===== src/sv/lpb_pkg.sv =====
// Shared types and constants for the LED PWM breathing controller.
`default_nettype none

package lpb_pkg;

   localparam int unsigned PeriodWidth = 16;
   localparam int unsigned PortWidth   = 8;

   localparam logic [PeriodWidth-1:0] RESET_PERIOD = 16'd500;
   localparam logic [2:0]             TOP_BIT      = 3'd7;

   localparam logic [1:0] CSR_MODE        = 2'd0;
   localparam logic [1:0] CSR_LED_SELECT  = 2'd1;
   localparam logic [1:0] CSR_TICK_PERIOD = 2'd2;
   localparam logic [1:0] CSR_DUTY        = 2'd3;

   localparam logic MODE_FIXED     = 1'b0;
   localparam logic MODE_BREATHING = 1'b1;

   typedef struct packed {
      logic                   mode;
      logic [1:0]             led_select;
      logic [PeriodWidth-1:0] tick_period;
      logic [PeriodWidth-1:0] duty_threshold;
   } cfg_type;

   typedef struct packed {
      logic                 led_on;
      logic [PortWidth-1:0] port_bits;
   } result_type;

endpackage

`default_nettype wire


===== src/sv/lpb_if.sv =====
// Request and response channel interfaces of the LED PWM breathing controller.
`default_nettype none

interface lpb_req_if;
   logic valid;
   logic ready;
   logic slow_tick;

   modport source (output valid, output slow_tick, input ready);
   modport sink (input valid, input slow_tick, output ready);
endinterface

interface lpb_rsp_if;
   logic       valid;
   logic       ready;
   logic       led_on;
   logic [7:0] port_bits;

   modport source (output valid, output led_on, output port_bits, input ready);
   modport sink (input valid, input led_on, input port_bits, output ready);
endinterface

`default_nettype wire


===== src/sv/led_pwm_breathing_controller.sv =====
// Top level of the LED PWM breathing controller.
//
// Each request on req is one PWM tick; slow_tick marks a fade-rate event.
// Each request yields exactly one response on rsp: led_on for the selected
// LED and port_bits, the port image with only bit 7-2*led_select able to be
// set. The tick is processed in the cycle it is accepted and the response is
// held in an output register, so a response appears in the cycle after its
// request. One request is accepted per cycle; req.ready stays high while the
// output register is empty or being drained in the same cycle, so a stalled
// receiver stalls the request side only once the output register is full.
// The csr port writes mode, led_select, tick_period and duty_threshold by
// index; writes are meant for idle periods. Synchronous reset clears the
// counter and fade state, empties the output register and loads the register
// defaults (fixed mode, LED 0, period 500, duty 0). Nothing else needs to run
// after reset: the first request can be taken in the next cycle.
`default_nettype none

module led_pwm_breathing_controller
   import lpb_pkg::*;
#(
   parameter int unsigned COUNT_WIDTH = 16
)
(
   input  wire logic                   clock,
   input  wire logic                   reset,
   lpb_req_if.sink                     req,
   lpb_rsp_if.source                   rsp,
   input  wire logic                   csr_write_enable,
   input  wire logic [1:0]             csr_index,
   input  wire logic [PeriodWidth-1:0] csr_write_data
);

   cfg_type    cfg;
   result_type result;
   result_type rsp_data_ff;
   logic       rsp_valid_ff;
   logic       rsp_valid_in;
   logic       accept;

   lpb_csr u_csr (
      .clock            (clock),
      .reset            (reset),
      .csr_write_enable (csr_write_enable),
      .csr_index        (csr_index),
      .csr_write_data   (csr_write_data),
      .cfg              (cfg)
   );

   lpb_core #(
      .COUNT_WIDTH (COUNT_WIDTH)
   ) u_core (
      .clock     (clock),
      .reset     (reset),
      .cfg       (cfg),
      .accept    (accept),
      .slow_tick (req.slow_tick),
      .result    (result)
   );

   assign req.ready    = !rsp_valid_ff || rsp.ready;
   assign accept       = req.valid && req.ready;
   assign rsp_valid_in = accept || (rsp_valid_ff && !rsp.ready);

   always_ff @(posedge clock) begin
      if (reset) begin
         rsp_valid_ff <= 1'b0;
      end else begin
         rsp_valid_ff <= rsp_valid_in;
      end
   end

   always_ff @(posedge clock) begin
      if (accept) begin
         rsp_data_ff <= result;
      end
   end

   assign rsp.valid     = rsp_valid_ff;
   assign rsp.led_on    = rsp_data_ff.led_on;
   assign rsp.port_bits = rsp_data_ff.port_bits;

   assert property (@(posedge clock) disable iff (reset)
      accept |=> rsp.valid)
      else $error("accepted request produced no response");

   assert property (@(posedge clock) disable iff (reset)
      rsp.valid |-> ($countones(rsp.port_bits) == 32'(rsp.led_on)))
      else $error("port image disagrees with LED level");

   assert property (@(posedge clock) disable iff (reset)
      rsp.valid |-> (rsp.port_bits[0] == 1'b0) && (rsp.port_bits[2] == 1'b0)
                    && (rsp.port_bits[4] == 1'b0) && (rsp.port_bits[6] == 1'b0))
      else $error("LED drive on an even port bit");

endmodule

`default_nettype wire


===== src/sv/lpb_csr.sv =====
// Configuration register file of the LED PWM breathing controller.
`default_nettype none

module lpb_csr
   import lpb_pkg::*;
(
   input  wire logic                   clock,
   input  wire logic                   reset,
   input  wire logic                   csr_write_enable,
   input  wire logic [1:0]             csr_index,
   input  wire logic [PeriodWidth-1:0] csr_write_data,
   output      cfg_type                cfg
);

   cfg_type cfg_ff;
   cfg_type cfg_in;

   always_comb begin
      cfg_in = cfg_ff;
      if (csr_write_enable) begin
         case (csr_index)
            CSR_MODE:        cfg_in.mode           = csr_write_data[0];
            CSR_LED_SELECT:  cfg_in.led_select     = csr_write_data[1:0];
            CSR_TICK_PERIOD: cfg_in.tick_period    = csr_write_data;
            CSR_DUTY:        cfg_in.duty_threshold = csr_write_data;
            default:         cfg_in                = cfg_ff;
         endcase
      end
   end

   always_ff @(posedge clock) begin
      if (reset) begin
         cfg_ff.mode           <= MODE_FIXED;
         cfg_ff.led_select     <= 2'd0;
         cfg_ff.tick_period    <= RESET_PERIOD;
         cfg_ff.duty_threshold <= '0;
      end else begin
         cfg_ff <= cfg_in;
      end
   end

   assign cfg = cfg_ff;

endmodule

`default_nettype wire


===== src/sv/lpb_core.sv =====
// PWM counter, fade level state and LED decision for one tick.
`default_nettype none

module lpb_core
   import lpb_pkg::*;
#(
   parameter int unsigned COUNT_WIDTH = 16
)
(
   input  wire logic       clock,
   input  wire logic       reset,
   input  wire cfg_type    cfg,
   input  wire logic       accept,
   input  wire logic       slow_tick,
   output      result_type result
);

   localparam int unsigned CmpWidth = (COUNT_WIDTH > PeriodWidth) ? COUNT_WIDTH : PeriodWidth;

   logic [COUNT_WIDTH-1:0] counter_ff;
   logic [COUNT_WIDTH-1:0] counter_in;
   logic [PeriodWidth-1:0] level_ff;
   logic [PeriodWidth-1:0] level_in;
   logic                   falling_ff;
   logic                   falling_in;
   logic                   pending_ff;
   logic                   pending_in;

   logic [PeriodWidth-1:0] period_eff;
   logic [COUNT_WIDTH-1:0] count_cur;
   logic                   pending_now;
   logic                   do_step;
   logic [PeriodWidth:0]   level_moved;
   logic [PeriodWidth-1:0] level_stepped;
   logic                   falling_stepped;
   logic [PeriodWidth-1:0] duty_clipped;
   logic [PeriodWidth-1:0] threshold;
   logic                   led_on;
   logic [2:0]             bit_pos;

   always_comb begin
      period_eff = (cfg.tick_period == '0) ? PeriodWidth'(1) : cfg.tick_period;

      // The counter restarts whenever it has reached the period, also after
      // the period was made shorter.
      if (CmpWidth'(counter_ff) >= CmpWidth'(period_eff)) begin
         count_cur = '0;
      end else begin
         count_cur = counter_ff;
      end

      pending_now = pending_ff | slow_tick;
      do_step     = (cfg.mode == MODE_BREATHING) && (count_cur == '0) && pending_now;

      // One bounce step; the extra bit catches a rise past the top value.
      if (falling_ff) begin
         level_moved = (level_ff != '0) ? ({1'b0, level_ff} - (PeriodWidth+1)'(1)) : '0;
      end else begin
         level_moved = {1'b0, level_ff} + (PeriodWidth+1)'(1);
      end
      if (level_moved >= {1'b0, period_eff}) begin
         level_stepped   = period_eff;
         falling_stepped = 1'b1;
      end else if (level_moved == '0) begin
         level_stepped   = '0;
         falling_stepped = 1'b0;
      end else begin
         level_stepped   = level_moved[PeriodWidth-1:0];
         falling_stepped = falling_ff;
      end

      level_in   = do_step ? level_stepped : level_ff;
      falling_in = do_step ? falling_stepped : falling_ff;
      pending_in = do_step ? 1'b0 : pending_now;

      duty_clipped = (cfg.duty_threshold < period_eff) ? cfg.duty_threshold : period_eff;
      threshold    = (cfg.mode == MODE_BREATHING) ? level_in : duty_clipped;
      led_on       = CmpWidth'(count_cur) < CmpWidth'(threshold);
      counter_in   = count_cur + COUNT_WIDTH'(1);

      bit_pos          = TOP_BIT - {cfg.led_select, 1'b0};
      result.led_on    = led_on;
      result.port_bits = led_on ? (PortWidth'(1) << bit_pos) : '0;
   end

   always_ff @(posedge clock) begin
      if (reset) begin
         counter_ff <= '0;
         level_ff   <= '0;
         falling_ff <= 1'b0;
         pending_ff <= 1'b0;
      end else if (accept) begin
         counter_ff <= counter_in;
         level_ff   <= level_in;
         falling_ff <= falling_in;
         pending_ff <= pending_in;
      end
   end

   // The direction turns to falling only at a nonzero top, and back at zero.
   assert property (@(posedge clock) disable iff (reset)
      !(falling_ff && (level_ff == '0)))
      else $error("fade falling while level is zero");

   assert property (@(posedge clock) disable iff (reset)
      accept && do_step |=> !pending_ff)
      else $error("pending fade tick not consumed by a step");

   assert property (@(posedge clock) disable iff (reset)
      accept && (cfg.mode == MODE_FIXED) |=> $stable(level_ff) && $stable(falling_ff))
      else $error("fade state moved in fixed mode");

endmodule

`default_nettype wire

===== src/flat_wrapper.sv =====
// flat-port wrapper written by rule: the top's interface ports become plain ports
module led_pwm_breathing_controller_flat import lpb_pkg::*;
#(
   parameter int unsigned COUNT_WIDTH = 16
)
  (clock, reset, csr_write_enable, csr_index, csr_write_data, req_valid, req_slow_tick, req_ready, rsp_valid, rsp_led_on, rsp_port_bits, rsp_ready);
  lpb_req_if req_i ();
  lpb_rsp_if rsp_i ();
  input  wire logic clock;
  input  wire logic reset;
  input  wire logic csr_write_enable;
  input  wire logic [1:0] csr_index;
  input  wire logic [PeriodWidth-1:0] csr_write_data;
  input wire logic [$bits(req_i.valid)-1:0] req_valid;
  input wire logic [$bits(req_i.slow_tick)-1:0] req_slow_tick;
  output wire logic [$bits(req_i.ready)-1:0] req_ready;
  output wire logic [$bits(rsp_i.valid)-1:0] rsp_valid;
  output wire logic [$bits(rsp_i.led_on)-1:0] rsp_led_on;
  output wire logic [$bits(rsp_i.port_bits)-1:0] rsp_port_bits;
  input wire logic [$bits(rsp_i.ready)-1:0] rsp_ready;
  assign req_i.valid = req_valid;
  assign req_i.slow_tick = req_slow_tick;
  assign req_ready = req_i.ready;
  assign rsp_valid = rsp_i.valid;
  assign rsp_led_on = rsp_i.led_on;
  assign rsp_port_bits = rsp_i.port_bits;
  assign rsp_i.ready = rsp_ready;
  led_pwm_breathing_controller #(.COUNT_WIDTH(COUNT_WIDTH)) u_core (.clock(clock), .reset(reset), .req(req_i), .rsp(rsp_i), .csr_write_enable(csr_write_enable), .csr_index(csr_index), .csr_write_data(csr_write_data));
endmodule

===== config.mk =====
export PLATFORM = sky130hd
export DESIGN_NAME = led_pwm_breathing_controller_flat
export DESIGN_NICKNAME = d
export VERILOG_FILES = /design/src/sv/lpb_pkg.sv /design/src/sv/lpb_if.sv /design/src/sv/led_pwm_breathing_controller.sv /design/src/sv/lpb_csr.sv /design/src/sv/lpb_core.sv /design/src/flat_wrapper.sv
export SDC_FILE = /design/constraint.sdc
export NUM_CORES = 1
export LEC_CHECK = 0
export ABC_CLOCK_PERIOD_IN_PS = 7600
export BUFFER_PORTS_ARGS = -buffer_cell sky130_fd_sc_hd__buf_2
export CORE_MARGIN = 3
export CORE_UTILIZATION = 55
export DETAILED_ROUTE_END_ITERATION = 12
export GPL_TIMING_DRIVEN = 1
export PLACE_DENSITY = 0.72
export SYNTH_ARGS = -nofsm -noshare
export SYNTH_HDL_FRONTEND = slang
export SYNTH_SLANG_ARGS = --single-unit

===== constraint.sdc =====
create_clock -name clock -period 7.6 [get_ports clock]
set_clock_uncertainty 0.15 [all_clocks]
set_input_delay 0.76 -clock clock [delete_from_list [all_inputs] [get_ports clock]]
set_output_delay 0.76 -clock clock [all_outputs]
set_load 0.01 [all_outputs]

* Word-level counts from Yosys, hierarchy flattened
Index checks and enable logic that the tools add are counted.
** Cells by class
- Bitwise operators :: 1
- Reduce and logical (&&, ||, !) cells :: 19
- Divide/modulo/power cells :: 0
- $lt $le $gt $ge :: 4
- Shifts and indexed selects :: 1
- Equality and inequality tests :: 3
- Muxes and demuxes :: 12
- Multipliers :: 0
- Add/sub/neg operators :: 4
** Operators by type and width (number)
- 16-bit two-way mux :: 7
- 17-bit two-way mux :: 2
- 16-bit logical NOT :: 2
- 16-bit less-than comparator :: 2
- 16-bit by 1-bit adder with 17-bit output (second input constant) :: 1
- 17-bit by 16-bit >= comparator with 1-bit output :: 1
- 17-bit logical NOT :: 1
- 16-bit by 1-bit subtractor with 17-bit output (second input constant) :: 1
- 16-bit by 1-bit adder with 16-bit output (second input constant) :: 1
- 16-bit >= comparator :: 1
- 16-bit nonzero test :: 1
- 2-bit AND reduction :: 4
- 1-bit by 3-bit << shifter with 8-bit output (first input constant) :: 1
- 2-bit equality test (second input constant) :: 2
- 1-bit logical AND :: 4
- 1-bit two-way mux :: 3
- 3-bit AND reduction :: 1
- 3-bit subtractor (first input constant) :: 1
- 2-bit by 1-bit equality test with 1-bit output (second input constant) :: 1
- 1-bit logical NOT :: 2
- 2-bit logical NOT :: 1
- 1-bit logical OR :: 2
- 2-bit nonzero test :: 1
- 1-bit OR :: 1
** Storage, ports and cells
- Logic and storage cells :: 55
- Memories kept :: 0
- Output and inout bits :: 11
- Memory bits (writable) :: 0
- Register bits after elaboration :: 79
- Input bits :: 24
- Memory bits (read-only) :: 0
- Bits in latches :: 0

* Logic depth before layout (Yosys ltp)
- Depth after elaboration :: 10
- Depth in mapped cells :: 27
- Gate-level depth less buffers :: 24

* Cells and area by module
Synthesis repeated with hierarchy kept, for this count alone.
** Second synthesis, totals
- Cell total of the unflattened synthesis :: 796
- Area, all modules :: 6623.9 um2
** By module, submodules not included
- lpb_core :: seq. area each 680.7 um2, area an instance 4823.4 um2, instances 1, cells each 640
- lpb_csr :: seq. area each 700.7 um2, area an instance 1475.2 um2, instances 1, cells each 142
- led_pwm_breathing_controller :: seq. area each 290.3 um2, area an instance 325.3 um2, instances 1, cells each 14

* Worst setup path before layout
Ideal clock, no wire load.
- Kind :: register to register
- Start point :: register u_core.u_core.level_ff[1]
- End point :: register u_core.rsp_data_ff, in the netlist u_core.rsp.port_bits[3] (data pin)
- Buffers on the path :: 3
- Cell stages (with the launch flop) :: 26
- Period minus slack after synthesis :: 5906 ps
- Required time :: 7268 ps
- Arrival :: 5574 ps
- Setup time :: 182 ps
- Slack :: 1694 ps
- Path through :: dfxtp_1 > clkbuf_1 > inv_1 > ha_1 > or3b_2 > o41ai_4 > buf_6 > nor2_1 > o21a_1 > or3_4 > ha_1 > and4_1 > nand4_1 > o211ai_1 > buf_2 > mux2_2 > a21oi_1 > a21o_1 > ha_1 > a21oi_1 > o21ai_0 > a2111oi_0 > nand2_1 > a21oi_1 > a31oi_1 > nor4b_1
** Between the ends
- Cells in the longest elaborated chain, start to end :: 9
- Elaborated cells on any way between the ends :: 12
- Those cells by class :: add/sub: 2; order compare: 2; mux: 6; reduce/logical: 2
** Ends and longest elaborated chain
- from (decl) :: RTL line lpb_core.sv:22 : logic [PeriodWidth-1:0] level_ff;
- from (signal assigned) :: RTL line lpb_core.sv:94 : level_ff <= level_in;
- parallel branches: the longest is 6 deep, another holds 16-bit by 1-bit subtractor with 17-bit output
- 16-bit two-way mux * :: RTL line lpb_core.sv:72 : level_in = do_step ? level_stepped : level_ff;
- 16-bit two-way mux * :: RTL line lpb_core.sv:77 : threshold = (cfg.mode == MODE_BREATHING) ? level_in : duty_clipped;
- 16-bit less-than comparator * :: RTL line lpb_core.sv:78 : led_on = CmpWidth'(count_cur) < CmpWidth'(threshold);
- to (signal assigned) :: RTL line led_pwm_breathing_controller.sv:74 : rsp_data_ff <= result;
- to (decl) :: RTL line led_pwm_breathing_controller.sv:35 : result_type rsp_data_ff;
Every way passes the cells marked *.
A chain may end at the register's enable or synchronous reset.

* Final worst setup path
- Start point :: register u_core.u_core.level_ff[0]
- End point :: register u_core.rsp_data_ff, in the netlist u_core.rsp.port_bits[5] (data pin)
The elaborated chain is that of the path after synthesis.

==> results.sh <==
export IMPL_worst_slack_ns=0.579
export IMPL_hpwl_um=14300
export IMPL_firstDrtPassIters=6
export IMPL_synth_mux_area_frac=0.0630
export IMPL_setup_viol=0
export IMPL_grt_pass1_vias=5783
export IMPL_vias=6118
export IMPL_irDropWorstVdd_uv=135
export IMPL_crit_slowest_cell="o41ai_4"
export IMPL_areaGrowthSynthToFinish_pct=7.77
export IMPL_worst_pin_slew_ns=1.18
export IMPL_start_util=0.570
export IMPL_yosysTopAreaCellShare=0.225
export IMPL_antenna_cells=0
export IMPL_avgViaCountPerCell=6.43
export IMPL_synth_simple_gate_area_share=0.263
export IMPL_clk_pin_slew_ns=0.06
export IMPL_finalCritPeriodShare=0.924
export IMPL_power_density_nw_per_um2=148
export IMPL_netlist_top_cells_area="dfxtp_1 22%, ha_1 13%, nand2_1 6.8%"
export IMPL_ctsResizeCount=0
export IMPL_ant_nets=0
export IMPL_synth_compound_area_share=0.212
export IMPL_grt_max_degree=66
export IMPL_max_slew_margin_rel=0.193
export IMPL_max_freq_ghz=0.142
export IMPL_synth_edff_count=5
export IMPL_synthesis_instances=803
export IMPL_setup_worst_path_start_class="flop"
export IMPL_syn_cell_area_sq_um=6230
export IMPL_async_reset_ff_frac=0
export IMPL_hold_violations=0
export IMPL_synth_cell_types=76
export IMPL_status="complete, no violations"
export IMPL_synth_xor_area_frac=0.0239
export IMPL_setup_tns_ns=0
export IMPL_grt_overflow=0
export IMPL_drt_iter0_markers=649
export IMPL_stdcell_count=951
export IMPL_fillCellCount=1004
export IMPL_htreeDepth=3
export IMPL_crit_top_cell="ha_1"
export IMPL_track_usage=0.308
export IMPL_cts_buffers=9
export IMPL_hold_path_class="flop to flop"
export IMPL_drcViolationCount=0
export IMPL_design_area_sq_um=6720
export IMPL_p_leak_nw=2.81
export IMPL_io_pins=35
export IMPL_die_area_sq_um=12600
export IMPL_coreArea_sq_um=10900
export IMPL_required_ns=7.53
export IMPL_grt_pass1_wl_um=31200
export IMPL_die_h_um=112
export IMPL_synth_area_per_cell_sq_um=7.76
export IMPL_ys_top_cells_by_count="113 x nand2_1, 79 x a21oi_1, 70 x dfxtp_1, 66 x ha_1, 51 x nor2_1"
export IMPL_multi_input_area_sq_um=4350
export IMPL_seq_area_frac_synth=0.249
export IMPL_cts_hold_buf=0
export IMPL_pre_cts_slack_ns=0.741
export IMPL_synth_top_family_by_area="simple AND/OR/NAND/NOR gates"
export IMPL_routed_wl_um=18900
export IMPL_placed_area_sq_um=6430
export IMPL_critical_path_top_delay_family="compound AO/OA/AOI/OAI gates"
export IMPL_final_max_slew_viol_count=0
export IMPL_endpoint_kind="flop"
export IMPL_cap_violations=0
export IMPL_hold_ws_ns=0.323
export IMPL_rows=38
export IMPL_antenna_found_initial=0
export IMPL_synth_top_area_cell="dfxtp_1"
export IMPL_postCtsSetupBuffers=0
export IMPL_synth_ff_type="dfxtp_1"
export IMPL_cts_max_path_buffers=2
export IMPL_numPlacedInstances=935
export IMPL_fp_dieW_um=112
export IMPL_ys_ff_latch=75
export IMPL_path_cells="inv_1 > ha_1 > or3b_2 > o41ai_4 > o21ai_1 > a221o_1 > ha_1 > and3_1 > o311a_1 > a211oi_1 > o211ai_1 > buf_4 > and2_1 > o311ai_0 > o21ai_0 > ha_1 > nand4_1 > o31ai_1 > nand4_1 > o22ai_1 > nor4b_1"
export IMPL_yosys_warnings=0
export IMPL_clock_sinks=75
export IMPL_path_class="flop to flop"
export IMPL_place_gp_congestion=0.967
export IMPL_cts_tree="done"
export IMPL_final_nets=896
export IMPL_rsz0062_at_grt="false"
export IMPL_cp_num_buf_inv=2
export IMPL_clkLatencyLatePin_ns=0.35
export IMPL_cp_arrival_ns=6.95
export IMPL_period_minus_slack_ns=7.02
export IMPL_avgRoutedWirePerCell_um=19.9
export IMPL_synthAdderAreaFrac=0.132
export IMPL_yosysMostFrequentCell="nand2_1"
export IMPL_crit_fanout=11
export IMPL_port_buffers=30
export IMPL_critPathMaxStageDelay_ns=0.57
export IMPL_cts_root_buf="clkbuf_16"
export IMPL_drive_gt1_frac=0.111
export IMPL_seq_area_sq_um=1550
==> cell usage in the layout, fill, tap and decap left out, types with 12 or more instances in the layout <==
cell      netlist  routed
nor2_1         51      51
ha_1           66      66
mux2_2         18      18
o211ai_1       12      12
a21oi_1        79      79
dfxtp_1        70      70
buf_2           5      30
nor3_1         18      17
and2_1         16      16
inv_1          32      32
nand2_1       113     113
nand3_1        16      16
xnor2_1        13      13
nor4_1         21      21
nand4_1        19      19
and3_1         12      12
mux2i_1        19      19
o21ai_0        33      33
==> worst reg2reg max path: cells and delay by family, from the launching register on <==
family	cells	cell delay, ns
and+or+nand+nor	6	1.21
AOI/OAI and AO/OA	10	3.44
DFF	1	0.37
buffers and inverters	2	0.62
adders and majority gates	3	0.95
==> through the flow <==
| stage | utilization | power [mW] |
|---|---|---|
| after floorplan | - | 0.530 |
| after global placement | 0.588 | 0.571 |
| after detailed placement | 0.588 | 0.575 |
| after CTS | 0.614 | 0.991 |
| after global routing | 0.614 | 1.03 |
| final | 0.614 | 0.992 |
==> report_power, final <==
| group | internal, mW | total [mW] | switching, mW |
|---|---|---|---|
| Sequential | 0.409 | 0.420 | 0.0110 |
| Combinational | 0.0591 | 0.150 | 0.0904 |
| Clock | 0.240 | 0.423 | 0.183 |
| Total | 0.708 | 0.992 | 0.284 |
==> sequential cells by signal, summed over array words and instances, names as in the netlist <==
| signal | count |
|---|---|
| u_core.u_core.level_ff | 16 |
| u_core.u_core.pending_ff | 1 |
| u_core.u_core.falling_ff | 1 |
| u_core.u_csr.cfg | 35 |
| u_core.rsp.led_on | 1 |
| u_core.rsp.valid | 1 |
| u_core.rsp.port_bits | 4 |
| u_core.u_core.counter_ff | 16 |
==> metal layers <==
| layer | routed length (um) | GRT usage | up-vias | share of wire |
|---|---|---|---|---|
| li1 | - | - | 2960 | - |
| met1 | 8440 | 0.433 | 2827 | 0.45 |
| met2 | 8170 | 0.464 | 289 | 0.43 |
| met3 | 1660 | 0.0636 | 42 | 0.088 |
| met4 | 622 | 0.115 | 0 | 0.033 |
| met5 | 0 | 0 | - | 0 |
==> path summary, 6_finish.rpt <==
path | start | endpoint | slack (ns) | cells after the start
worst min register to register | u_core.u_csr.cfg[16] | u_core.u_csr.cfg[16] | 0.32 | 2
worst max register to register | u_core.u_core.level_ff[0] | u_core.rsp.port_bits[5] | 0.58 | 21
worst min-delay path | u_core.u_csr.cfg[16] | u_core.u_csr.cfg[16] | 0.32 | 2
worst max-delay path | u_core.u_core.level_ff[0] | u_core.rsp.port_bits[5] | 0.58 | 21
==> area by class of cell <==
cell class	count	share of cell area
clock inverter	5	0.00521
tap	140	0.0261
clock buffer	11	0.0376
multi-input combinational	647	0.648
timing repair buffer	41	0.0346
sequential	75	0.231
inverter	32	0.0179
==> cells by family after synthesis <==
kind of cell             after synthesis
AO/OA/AOI/OAI                        203
XOR/XNOR                              17
adder cells (fa/ha/maj)               66
buffers and inverters                 84
flip-flops                            75
multiplexers                          37
other                                  1
AND/OR/NAND/NOR                      320
No activity file was read; power rests on OpenSTA's default activity.
